## src/hw/rtl/tbpf_pkg.sv

```systemverilog
package tbpf_pkg;

   localparam int unsigned TBPF_BAND_DEPTH = 1024;
   localparam int unsigned NUM_BANDS       = 3;
   localparam int unsigned LIMIT_W         = 11;
   localparam int unsigned ENTRY_W         = 32;

   localparam logic [LIMIT_W-1:0] LIMIT_RESET = LIMIT_W'(1000);

   localparam logic [1:0] ACT_ENQUEUE = 2'd0;
   localparam logic [1:0] ACT_DEQUEUE = 2'd1;
   localparam logic [1:0] ACT_PEEK    = 2'd2;
   localparam logic [1:0] ACT_REQUEUE = 2'd3;

   localparam logic [2:0] STATUS_ACCEPTED = 3'd0;
   localparam logic [2:0] STATUS_DROPPED  = 3'd1;
   localparam logic [2:0] STATUS_POPPED   = 3'd2;
   localparam logic [2:0] STATUS_HELD     = 3'd3;
   localparam logic [2:0] STATUS_EMPTY    = 3'd4;
   localparam logic [2:0] STATUS_PEEKED   = 3'd5;
   localparam logic [2:0] STATUS_REQUEUED = 3'd6;

   localparam logic [1:0] PRIO_BAND_MAP [16] = '{
      2'd1, 2'd2, 2'd2, 2'd2, 2'd1, 2'd2, 2'd0, 2'd0,
      2'd1, 2'd1, 2'd1, 2'd1, 2'd1, 2'd1, 2'd1, 2'd1
   };

   typedef struct packed {
      logic       push;
      logic       pop;
      logic [1:0] push_band;
   } tbpf_band_cmd_type;

   typedef struct packed {
      logic       nonempty;
      logic [1:0] first_band;
      logic [2:0] full;
   } tbpf_band_stat_type;

   function automatic logic [1:0] tbpf_band_of(input logic [3:0] prio);
      return PRIO_BAND_MAP[prio];
   endfunction

endpackage

```

## src/hw/rtl/tbpf_bands.sv

```systemverilog
module tbpf_bands #(
   parameter int unsigned BAND_DEPTH = 1024,
   localparam int unsigned ADDR_W    = $clog2(3 * BAND_DEPTH)
) (
   input  logic                         clock,
   input  logic                         reset,
   input  tbpf_pkg::tbpf_band_cmd_type  cmd,
   output tbpf_pkg::tbpf_band_stat_type stat,
   output logic [ADDR_W-1:0]            head_addr,
   output logic [ADDR_W-1:0]            tail_addr
);
   import tbpf_pkg::*;

   localparam int unsigned PTR_W = $clog2(BAND_DEPTH);
   localparam int unsigned CNT_W = $clog2(BAND_DEPTH + 1);

   logic [PTR_W-1:0] head_ff  [NUM_BANDS];
   logic [PTR_W-1:0] head_in  [NUM_BANDS];
   logic [PTR_W-1:0] tail_ff  [NUM_BANDS];
   logic [PTR_W-1:0] tail_in  [NUM_BANDS];
   logic [CNT_W-1:0] count_ff [NUM_BANDS];
   logic [CNT_W-1:0] count_in [NUM_BANDS];
   logic             push_hit;
   logic             pop_hit;

   function automatic logic [PTR_W-1:0] next_slot(input logic [PTR_W-1:0] pos);
      return (pos == PTR_W'(BAND_DEPTH - 1)) ? '0 : pos + 1'b1;
   endfunction

   function automatic logic [ADDR_W-1:0] band_base(input logic [1:0] band);
      logic [ADDR_W-1:0] base;
      case (band)
         2'd1:    base = ADDR_W'(BAND_DEPTH);
         2'd2:    base = ADDR_W'(2 * BAND_DEPTH);
         default: base = '0;
      endcase
      return base;
   endfunction

   always_comb begin
      stat.nonempty = 1'b0;
      stat.first_band = 2'd2;
      if (count_ff[0] != '0) begin
         stat.first_band = 2'd0;
      end else if (count_ff[1] != '0) begin
         stat.first_band = 2'd1;
      end
      for (int b = 0; b < NUM_BANDS; b++) begin
         stat.full[b] = (count_ff[b] == CNT_W'(BAND_DEPTH));
         if (count_ff[b] != '0) begin
            stat.nonempty = 1'b1;
         end
      end
   end

   assign head_addr = band_base(stat.first_band) + ADDR_W'(head_ff[stat.first_band]);
   assign tail_addr = band_base(cmd.push_band) + ADDR_W'(tail_ff[cmd.push_band]);

   always_comb begin
      push_hit = 1'b0;
      pop_hit  = 1'b0;
      for (int b = 0; b < NUM_BANDS; b++) begin
         push_hit    = cmd.push && (cmd.push_band == 2'(b));
         pop_hit     = cmd.pop && (stat.first_band == 2'(b));
         head_in[b]  = pop_hit ? next_slot(head_ff[b]) : head_ff[b];
         tail_in[b]  = push_hit ? next_slot(tail_ff[b]) : tail_ff[b];
         count_in[b] = count_ff[b];
         if (push_hit) begin
            count_in[b] = count_ff[b] + 1'b1;
         end else if (pop_hit) begin
            count_in[b] = count_ff[b] - 1'b1;
         end
      end
   end

   always_ff @(posedge clock) begin
      if (reset) begin
         for (int b = 0; b < NUM_BANDS; b++) begin
            head_ff[b]  <= '0;
            tail_ff[b]  <= '0;
            count_ff[b] <= '0;
         end
      end else begin
         head_ff  <= head_in;
         tail_ff  <= tail_in;
         count_ff <= count_in;
      end
   end

endmodule

```

## config.mk

```make
export PLATFORM = sky130hd
export DESIGN_NAME = tbpf_bands
export DESIGN_NICKNAME = d
export VERILOG_FILES = /design/src/hw/rtl/tbpf_pkg.sv /design/src/hw/rtl/tbpf_bands.sv
export SDC_FILE = /design/constraint.sdc
export NUM_CORES = 1
export LEC_CHECK = 0
export ABC_CLOCK_PERIOD_IN_PS = 3300
export BUFFER_PORTS_ARGS = -buffer_cell sky130_fd_sc_hd__buf_4
export CORE_UTILIZATION = 45
export CTS_BUF_LIST = sky130_fd_sc_hd__clkbuf_4
export CTS_CLUSTER_SIZE = 24
export DETAILED_ROUTE_END_ITERATION = 10
export GPL_TIMING_DRIVEN = 0
export HOLD_SLACK_MARGIN = 0.03
export SETUP_SLACK_MARGIN = 0.4
export SLEW_MARGIN = 20
export SYNTH_ARGS = -nofsm -noshare
export SYNTH_HDL_FRONTEND = slang
export SYNTH_SLANG_ARGS = --single-unit
```

## constraint.sdc

```tcl
create_clock -name clock -period 3.3 [get_ports clock]
set_clock_uncertainty 0.1 [all_clocks]
set_input_delay 0 -clock clock [delete_from_list [all_inputs] [get_ports clock]]
set_output_delay 0 -clock clock [all_outputs]
set_load 0.1 [all_outputs]
```

==> results of run 1 <==
==> flip-flops by register name (all words and copies together), names as in the netlist <==
signal,cells
count_ff,33
head_ff,30
tail_ff,30
==> worst register-to-register path: cells and delay by family, from the launching register on <==
kind / cells / cell delay, ns
AOI/OAI and AO/OA: 3 / 0.87
muxes: 2 / 0.58
adders and majority gates: 1 / 0.52
DFF: 1 / 0.43
==> final timing paths <==
kind	startpoint	endpoint	slack [ns]	cells past startpoint
max	cmd[3]	count_ff[21]	0.52	11
min	cmd[0]	count_ff[15]	0.06	5
max reg2reg	count_ff[22]	count_ff[32]	0.71	6
min reg2reg	count_ff[26]	count_ff[26]	0.39	2
==> final cells by class <==
| cell class | instances | area, sq um |
|---|---|---|
| diodes | 1 | 2.502 |
| plain buffers | 32 | 156.4 |
| clock buffers | 10 | 75.07 |
| clock inverters | 5 | 76.32 |
| fillers | 1289 | 6035 |
| inverters | 21 | 82.58 |
| multi-input cells | 591 | 3864 |
| flip-flops and latches | 93 | 1862 |
| well taps | 172 | 215.2 |
| repair buffers | 43 | 346.6 |
| repair inverters | 1 | 7.507 |
==> logic make-up after synthesis <==
| kind of cell | count (synthesis) | share of synthesized area, % |
|---|---|---|
| adder cells (fa/ha/maj) | 37 | 8.227 |
| AND/OR/NAND/NOR | 333 | 27.88 |
| multiplexers | 16 | 2.756 |
| buffers and inverters | 53 | 3.859 |
| flip-flops | 93 | 31.55 |
| XOR/XNOR | 66 | 9.796 |
| AO/OA/AOI/OAI | 139 | 15.92 |
==> power by group through the flow <==
stage               clock network [W]  logic [W]  registers, W
CTS                          0.000726    0.00245       0.00140
global route                 0.000768    0.00272       0.00142
floorplan                           0    0.00195       0.00139
global placement                    0    0.00239       0.00142
finish                       0.000698    0.00250       0.00140
detailed placement                  0    0.00243       0.00142
==> per-layer routing <==
metal / share of wire [%] / GRT usage (%) / vias to the layer above
met5: 0 / 0 / -
met3: 4.3 / 3.633 / 27
met2: 46 / 39.57 / 128
met4: 2.0 / 10.26 / 0
li1: - / - / 2756
met1: 48 / 33.58 / 2631
==> through the flow <==
stage	hold WS (ns)	total power [W]	area [sq um]	TNS, ns
2_1_floorplan	0.1113	0.003342	5947	-0.5026
3_3_place_gp	0.2574	0.003806	6410	0
3_5_place_dp	0.2918	0.003853	6410	0
4_1_cts	0.03171	0.004577	6613	0
5_1_grt	0.09232	0.004912	6688	0
6_report	0.06494	0.004594	6688	0
==> layout by cell type (no fill, tap or decap), types with 7 or more instances in the layout <==
| master | n |
|---|---|
| nor2_1 | 107 |
| dfxtp_1 | 93 |
| nand2_1 | 88 |
| xnor2_1 | 42 |
| a21oi_1 | 39 |
| buf_4 | 37 |
| nand3_1 | 36 |
| ha_1 | 34 |
| xor2_1 | 24 |
| inv_1 | 20 |
| nand4_1 | 19 |
| nor3_1 | 19 |
| o21ai_0 | 17 |
| nor4_1 | 15 |
| mux2i_1 | 14 |
| clkbuf_1 | 13 |
| and3_1 | 12 |
| clkbuf_4 | 12 |
| buf_2 | 10 |
| o21ai_1 | 10 |
| a211oi_1 | 9 |
| a31oi_2 | 8 |
| a31oi_1 | 7 |
==> what timing repair did <==
item                       4_1_cts  5_1_grt
buffers inserted                 0        5
gates resized for setup          1       11
hold buffers                     5        0
setup endpoints to repair        4       10
gates cloned                     0        1
pin swaps                        0        1
hold endpoints to repair        22        0
==> impl_metrics.csv, run 1 <==
group,metric,value,unit
run_status,status,"finished, final reports clean",
floorplanning,core,12720,sq um
drt,wirelength,15660,um
yosys,synth_cells,737,
placed_design,gp_congestion,0.8644,
sta,setup_viol,0,
clocking,clockRootBuffer,"clkbuf_4",
yosys,ys_seq_area_share,31.55,%
power_and_ir_drop,intPower,0.002400,W
sta,worst_pin_slew,0.8039,ns
global_route,track_usage,24.84,%
yosys,syn_nets,780,
drt,num_vias,5542,
final_layout,area_delta_synth_final,13.34,%
power_and_ir_drop,peakVddDrop,764.4,uV
yosys,syn_avg_cell_area,8.006,sq um
placed_design,hpwlAfterDp,11470,um
placed_design,post-place-ws,0.07786,ns
drt,detail-route-antenna-nets,0,
critical_path,path_buf_inv,4,
min_path,hold_class,"in2reg",
yosys,synth_enable_flop_cells,0,
floorplanning,start_util,46.38,%
clocking,cts_buffers,9,
yosys,synth_top_area_cell,"dfxtp_1",
drt,wire_per_inst,16.16,um
floorplanning,dieArea,13570,sq um
floorplanning,rows,41,
clocking,cts_max_level,3,
power_and_ir_drop,p_sw_share,47.75,%
floorplanning,die_w,116.5,um
power_and_ir_drop,p_clk_share,15.2,%
global_route,first_global_vias,5258,
placed_design,place_inst,942,
final_layout,nets,835,
global_route,grt_pass1_wl,26120,um
yosys,ys_top_cells_by_area,"dfxtp_1, ha_1, nor2_1",
sta,slew_headroom,46.41,%
yosys,yosysUniqueCellTypes,64,
yosys,synthFlopType,"dfxtp_1",
yosys,syn_area,5901,sq um
power_and_ir_drop,p_leak,2.515,nW
floorplanning,die_h,116.5,um
sta,hold_viol,0,
drt,firstDrtPassIters,5,
sta,fmax,359.2,MHz
sta,slew_viol_final,0,
clocking,cts.path.max_buffers,2,
final_layout,final_cells,969,
yosys,yosys_warnings,0,
critical_path,worst_ep_arrival_time,3.05,ns
critical_path,crit_fanout,11,
placed_design,port_buffers,33,
global_route,antenna_found_initial,1,
yosys,synth_top_cell_area_share,31.55,%
yosys,ys_ff_latch,93,
drt,route.detailed.drc,0,
critical_path,crit_type,"in2reg",
final_layout,fin_util,52.57,%
sta,finalCritPeriodShare,84.37,%
global_route,overflow,0,
power_and_ir_drop,switchingPower,0.002194,W
clocking,clk_pin_slew_worst_paths,0.14,ns
clocking,cts_tree,"done",
drt,drtIter0Drc,405,
power_and_ir_drop,seqPwrFrac,30.5,%
flow_run,drv_cap,0,
sta,fin_crit,2.784,ns
global_route,grt_max_degree,16,
clocking,clock-sinks,93,
critical_path,crit_chain,"buf_4, dlygate4sd3_1, and3b_1, clkbuf_4, clkinvlp_4, fa_1, a21o_1, and4_1, o31a_1, mux2i_1, mux2_1",
floorplanning,boundaryPins,36,
critical_path,slowest_delay,0.57,ns
yosys,async_flop_share,0,%
critical_path,cp_top_family,"buffers and inverters",
yosys,synth_common_cells,"nor2_1, dfxtp_1, nand2_1, xnor2_1, a21oi_1",
critical_path,slowest_stage,"dlygate4sd3_1",
yosys,synth_most_common_cell,"nor2_1",
critical_path,crit_path_end_kind,"register",
power_and_ir_drop,p_per_area,686.9,nW/um^2
power_and_ir_drop,power_frac_comb,54.3,%
drt,vias_per_cell,5.719,
sta,worst_slack,0.5157,ns
clocking,clk_latency,0.47,ns
critical_path,setup.worst_path.start_class,"primary input",
final_layout,drive_above_1_share,11.93,%
critical_path,cp.required,3.56,ns
sta,grt_setup_unrepaired,"yes",
Note: power is estimated with default switching activity, not from simulation.
==> run 2, diff against run 1 <==
--- a/config.mk
+++ b/config.mk
@@ -5,7 +5,7 @@
 export SDC_FILE = /design/constraint.sdc
 export NUM_CORES = 1
 export LEC_CHECK = 0
-export ABC_CLOCK_PERIOD_IN_PS = 3300
+export ABC_CLOCK_PERIOD_IN_PS = 2300
 export BUFFER_PORTS_ARGS = -buffer_cell sky130_fd_sc_hd__buf_4
 export CORE_UTILIZATION = 45
 export CTS_BUF_LIST = sky130_fd_sc_hd__clkbuf_4
==> constraint.sdc (replaced) <==
create_clock -name clock -period 2.3 [get_ports clock]
set_clock_uncertainty 0.1 [all_clocks]
set_input_delay 0 -clock clock [delete_from_list [all_inputs] [get_ports clock]]
set_output_delay 0 -clock clock [all_outputs]
set_load 0.1 [all_outputs]
==> run 2 against run 1 <==
  * The run now ends with setup timing left
  * Clock power rose by 73%
  * Critical path depth fell by 4
  * Sequential power is 49% higher
  * Die area did not move
  * Register-to-register slack worse by 0.65 ns
  * Via count is 10% higher
  * Non-clock buffer count up 84
  * Utilization grew 22 points
  * Combinational power grew to 2.8 times the previous value
  * Worst hold slack lost 0.035 ns
  * Highest routed layer unchanged
==> impl_metrics.csv, run 2 (same netlist as run 1, synthesis figures left out) <==
group,metric,value,unit
run_status,status,"finished with violations",
run_status,violations,"setup timing",
critical_path,worst_ep_arrival_time,2.26,ns
critical_path,r2r-end,"count_ff[16]",
min_path,hold_class,"in2reg",
floorplanning,boundaryPins,36,
drt,firstDrtPassIters,5,
power_and_ir_drop,power,0.01020,W
drt,num_vias,6112,
global_route,first_global_vias,5793,
clocking,clock-sinks,93,
floorplanning,start_util,46.38,%
critical_path,setup.worst_path.start_class,"register",
sta,worst_slack,-0.06449,ns
floorplanning,rows,41,
final_layout,regMostFlops,"count_ff",
clocking,clk_pin_slew_worst_paths,0.18,ns
final_layout,area_delta_synth_final,59.94,%
min_path,hold_depth,5,
floorplanning,dieArea,13570,sq um
sta,fin_crit,2.364,ns
drt,route.detailed.drc,0,
sta,slew_headroom,35.52,%
sta,grt_setup_unrepaired,"yes",
sta,slew_viol_final,0,
clocking,clk_latency,0.52,ns
sta,finalCritPeriodShare,102.8,%
final_layout,final_common_cell,"nor2_1",
power_and_ir_drop,p_leak,3.640,nW
clocking,cts_tree,"done",
floorplanning,die_h,116.5,um
placed_design,port_buffers,33,
power_and_ir_drop,p_per_area,1081,nW/um^2
sta,fmax,422.9,MHz
clocking,cts_buffers,9,
drt,detail-route-antenna-nets,0,
drt,drtIter0Drc,449,
placed_design,place_inst,942,
final_layout,final_cell_mix,"nor2_1, dfxtp_1, nand2_1",
critical_path,crit_fanout,8,
final_layout,largest_reg_flops,33,
flow_run,drv_cap,0,
global_route,grt_max_degree,18,
sta,setup_viol,12,
global_route,overflow,0,
min_path,holdCritStartpoint,"cmd[3]",
global_route,grt_pass1_wl,29290,um
drt,wirelength,19730,um
clocking,cts_max_level,3,
final_layout,nets,919,
global_route,track_usage,28.24,%
floorplanning,die_w,116.5,um
critical_path,crit_path_end_kind,"output pin",
sta,whs,0.03001,ns
clocking,clockRootBuffer,"clkbuf_4",
final_layout,final_cells,1053,
drt,wire_per_inst,18.74,um
final_layout,fill_cells,900,
critical_path,reg2reg_from,"count_ff[24]",
min_path,hold_path_end,"tail_ff[1]",
final_layout,largestRegisters,"count_ff: 33 flops, head_ff: 30 flops, tail_ff: 30 flops",
final_layout,diodes,0,
critical_path,r2r_setup_slack,0.06,ns
clocking,cts.path.max_buffers,2,
critical_path,cp.required,2.20,ns
power_and_ir_drop,peakVddDrop,559.0,uV
drt,vias_per_cell,5.804,
placed_design,hpwlAfterDp,11720,um
critical_path,reg2regPathDepth,8,
critical_path,crit_type,"reg2out",
final_layout,drive_above_1_share,40.64,%
placed_design,gp_congestion,0.7796,
global_route,antenna_found_initial,0,
floorplanning,core,12720,sq um
sta,hold_viol,0,
sta,worst_pin_slew,0.9671,ns
-- run 2: cell count changes in the layout (fill, tap and decap cells not counted), moves of 16 or more --
cell / delta
a21oi_1: -19
buf_12: +30
nand2_1: -21
nand2_4: +17
buf_4: +25
dfxtp_1: -18
buf_6: +28
ha_1: -16
-- run 2: metrics by stage --
| step | area, sq um | TNS [ns] | utilization, % | worst slack (ns) |
|---|---|---|---|---|
| global route | 9438 | -2.049 | 74.18 | -0.1719 |
| detailed placement | 6912 | -6.240 | 54.33 | -0.6809 |
| floorplan | 6449 | -0.9510 | - | -0.2339 |
| CTS | 8715 | -0.08312 | 68.50 | -0.01607 |
| global placement | 6912 | -5.665 | 54.33 | -0.7032 |
| finish | 9438 | -0.5322 | 74.18 | -0.06449 |
-- run 2: metal layers --
metal | vias up | part of all wire, % | global-route usage, %
met2 | 146 | 51 | 48.68
met5 | - | 0 | 0
li1 | 2934 | - | -
met4 | 0 | 1.9 | 9.402
met1 | 2999 | 43 | 35.22
met3 | 33 | 4.1 | 5.449
-- run 2: worst max-delay path by stage --
stage	start	end	slack [ns]	depth (start not counted)
after floorplan	cmd[1]	count_ff[32]	-0.23	10
after global placement	cmd[1]	count_ff[32]	-0.70	10
after detailed placement	cmd[1]	count_ff[32]	-0.68	10
after CTS	count_ff[15]	stat[3]	-0.02	8
after global routing	count_ff[19]	stat[3]	-0.17	7
final	count_ff[12]	stat[5]	-0.06	7
-- run 2: final cells by class --
class | count | area (sq um) | area share [%]
repair buffers | 127 | 1503 | 15.92
clock inverters | 7 | 127.6 | 1.352
plain buffers | 32 | 351.6 | 3.725
inverters | 21 | 93.84 | 0.9943
multi-input cells | 592 | 5170 | 54.78
well taps | 172 | 215.2 | 2.280
clock buffers | 9 | 67.56 | 0.7159
flip-flops and latches | 93 | 1909 | 20.23
-- run 2: critical path, stage by stage, from the launching register on --
cell and delay, ns:
dfxtp_4 0.39, nor4_4 0.26, buf_4 0.18, nand4b_4 0.23, buf_6 0.22, nor2_4 0.18, nand2_2 0.10, buf_6 0.20
-- run 2: power by group --
| group | total [W] | leakage [nW] | internal, W | switching, W |
|---|---|---|---|---|
| clock | 0.00121 | 0.103 | 0.000566 | 0.000643 |
| combinational | 0.00690 | 2.77 | 0.00325 | 0.00365 |
| sequential | 0.00209 | 0.765 | 0.00182 | 0.000272 |
| total | 0.0102 | 3.64 | 0.00564 | 0.00456 |
-- run 2: repair_timing --
item	CTS	global route
hold buffers	4	2
setup buffers	63	18
resized for setup	199	109
endpoints found under the setup margin	68	81
pin swaps	68	57
cloned	5	3
hold endpoints to repair	21	2
==> run 3, diff against run 2 <==
--- a/config.mk
+++ b/config.mk
@@ -5,7 +5,7 @@
 export SDC_FILE = /design/constraint.sdc
 export NUM_CORES = 1
 export LEC_CHECK = 0
-export ABC_CLOCK_PERIOD_IN_PS = 2300
+export ABC_CLOCK_PERIOD_IN_PS = 3100
 export BUFFER_PORTS_ARGS = -buffer_cell sky130_fd_sc_hd__buf_4
 export CORE_UTILIZATION = 45
 export CTS_BUF_LIST = sky130_fd_sc_hd__clkbuf_4
@@ -14,7 +14,7 @@
 export GPL_TIMING_DRIVEN = 0
 export HOLD_SLACK_MARGIN = 0.03
 export SETUP_SLACK_MARGIN = 0.4
-export SLEW_MARGIN = 20
+export SLEW_MARGIN = 40
 export SYNTH_ARGS = -nofsm -noshare
 export SYNTH_HDL_FRONTEND = slang
 export SYNTH_SLANG_ARGS = --single-unit
==> constraint.sdc (replaced) <==
create_clock -name clock -period 3.1 [get_ports clock]
set_clock_uncertainty 0.1 [all_clocks]
set_input_delay 0 -clock clock [delete_from_list [all_inputs] [get_ports clock]]
set_output_delay 0 -clock clock [all_outputs]
set_load 0.1 [all_outputs]
==> run 3 against run 2 <==
  * The flow now finishes without violations
  * Count of clock-buffer cells in the layout unchanged
  * Sequential power decreased by 29%
  * Worst hold slack worse by 0.027 ns
  * Sequential cell count stayed put
  * Highest routed layer unchanged
  * Combinational power decreased by 60%
  * Worst setup slack improved by 0.53 ns
  * Global-route usage is 3.7 points lower
  * First-iteration DRC count decreased by 32%
  * Register-to-register slack improved by 0.53 ns
  * Die area unchanged
  * Utilization decreased by 21 points
==> impl_metrics.csv, run 3 (same netlist as run 1, synthesis figures left out) <==
group,metric,value,unit
run_status,status,"finished, final reports clean",
critical_path,worst_ep_arrival_time,2.53,ns
sta,finalCritPeriodShare,84.87,%
critical_path,crit_chain,"nor2_1, and4b_1, buf_2, clkbuf_4, nand2_1, a31oi_1, buf_6",
global_route,antenna_found_initial,0,
global_route,grt_max_degree,16,
power_and_ir_drop,p_clk_share,12.3,%
critical_path,crit_path_end_kind,"output pin",
power_and_ir_drop,p_per_area,723.3,nW/um^2
drt,wire_per_inst,16.00,um
floorplanning,die_w,116.5,um
placed_design,place_inst,942,
power_and_ir_drop,intPower,0.002475,W
global_route,overflow,0,
sta,tns,0,ns
placed_design,port_buffers,33,
critical_path,crit_type,"reg2out",
clocking,clock-sinks,93,
drt,vias_per_cell,5.681,
sta,slew_viol_final,0,
global_route,track_usage,24.52,%
global_route,grt_pass1_wl,25810,um
min_path,holdCritStartpoint,"cmd[3]",
floorplanning,dieArea,13570,sq um
placed_design,placed_cell_area,6396,sq um
final_layout,final_cell_mix,"nor2_1, dfxtp_1, nand2_1",
drt,detail-route-antenna-nets,0,
floorplanning,die_h,116.5,um
clocking,clockRootBuffer,"clkbuf_4",
clocking,cts_max_level,3,
sta,fin_crit,2.631,ns
final_layout,nets,840,
sta,slew_headroom,46.81,%
critical_path,r2r_setup_slack,0.59,ns
drt,wirelength,15570,um
final_layout,final_common_cell,"nor2_1",
clocking,clk_pin_slew_worst_paths,0.15,ns
power_and_ir_drop,p_leak,2.540,nW
power_and_ir_drop,power_frac_comb,57.1,%
floorplanning,start_util,46.38,%
clocking,clk_latency,0.47,ns
min_path,hold_depth,5,
drt,route.detailed.drc,0,
sta,setup_viol,0,
critical_path,crit_fanout,10,
placed_design,gp_congestion,0.8466,
power_and_ir_drop,seqPwrFrac,30.7,%
critical_path,cp.required,3.00,ns
floorplanning,rows,41,
critical_path,reg2reg_from,"count_ff[22]",
sta,grt_setup_unrepaired,"yes",
final_layout,largest_reg_flops,33,
final_layout,final_cells,973,
sta,fmax,380.1,MHz
power_and_ir_drop,peakVddDrop,941.9,uV
sta,worst_slack,0.4689,ns
floorplanning,boundaryPins,36,
final_layout,diodes,0,
clocking,cts_tree,"done",
critical_path,slowest_stage,"nor2_1",
clocking,cts.path.max_buffers,2,
placed_design,hpwlAfterDp,11290,um
floorplanning,core,12720,sq um
critical_path,reg2regPathDepth,6,
sta,worst_pin_slew,0.7979,ns
drt,num_vias,5528,
critical_path,r2r-end,"count_ff[32]",
min_path,hold_path_end,"count_ff[25]",
final_layout,regMostFlops,"count_ff",
power_and_ir_drop,power,0.004861,W
drt,firstDrtPassIters,5,
final_layout,area_delta_synth_final,13.89,%
global_route,first_global_vias,5223,
final_layout,fin_area,6720,sq um
final_layout,drive_above_1_share,12.86,%
power_and_ir_drop,switchingPower,0.002386,W
critical_path,setup.worst_path.start_class,"register",
critical_path,slowest_delay,0.37,ns
min_path,hold_class,"in2reg",
drt,drtIter0Drc,306,
placed_design,post-place-ws,-0.1022,ns
final_layout,largestRegisters,"count_ff: 33 flops, head_ff: 30 flops, tail_ff: 30 flops",
flow_run,drv_cap,0,
clocking,cts_buffers,9,
sta,hold_viol,0,
power_and_ir_drop,p_sw_share,49.08,%
[run 3: cell types whose count changed in the layout (fill, tap and decap cells not counted), sizes merged]
cell / before / now
bufinv: 3 / 0
clkinv: 1 / 2
clkbuf: 26 / 25
a21oi: 41 / 40
inv: 20 / 21
buf: 136 / 59
[run 3: worst max-delay path, delay by kind of cell (launching register included)]
kind	cells	cell delay, ns
buf+inv	3	0.73
simple gates	3	0.70
flops	1	0.36
compound gates	1	0.26
[run 3: repair_timing]
item,CTS,global route
buffers inserted,4,6
gates resized for setup,11,15
pin swaps,2,2
setup endpoints to repair,10,15
endpoints found under the hold margin,21,0
hold buffers,6,0
[run 3: area by class of cell]
class                      count  area [sq um]
fill                        1290          6002
multi-input combinational    591          3871
sequential                    93          1863
timing repair buffer          49         420.4
tap                          172         215.2
buffer                        32         160.2
inverter                      21         82.58
clock buffer                   9         67.56
clock inverter                 6         40.04
[run 3: worst max-delay path by stage]
stage                             from      endpoint  slack [ns]  cells past startpoint
after floorplan           count_ff[11]  head_addr[6]       -0.04                      6
after global placement          cmd[1]  count_ff[32]       -0.12                     10
after detailed placement        cmd[1]  count_ff[32]       -0.10                     10
after CTS                 count_ff[22]  head_addr[6]        0.43                      7
after global routing      count_ff[12]  head_addr[3]        0.33                      7
final                     count_ff[19]  head_addr[3]        0.47                      7
[run 3: metrics by stage]
stage | util (%) | hold WS, ns
after floorplan | - | 0.1113
after global placement | 50.28 | 0.2786
after detailed placement | 50.28 | 0.2902
after CTS | 52.12 | 0.03241
after global routing | 52.82 | 0.04031
final | 52.82 | 0.002920
[run 3: metal layers]
layer  vias up  wire length [um]  part of all wire [%]  GRT usage, %
li1       2769                 -                     -             -
met1      2608              7432                    48         33.26
met2       129              7215                    46         38.78
met3        22               681                   4.4         4.670
met4         0               242                   1.6         8.718
met5         -                 0                     0             0
[run 3: power by group through the flow]
stage / logic [W] / registers, W / clock network, W
after detailed placement: 0.00257 / 0.00152 / 0
after global placement: 0.00254 / 0.00151 / 0
after CTS: 0.00269 / 0.00149 / 0.000624
after floorplan: 0.00207 / 0.00148 / 0
final: 0.00277 / 0.00149 / 0.000596
after global routing: 0.00302 / 0.00152 / 0.000663
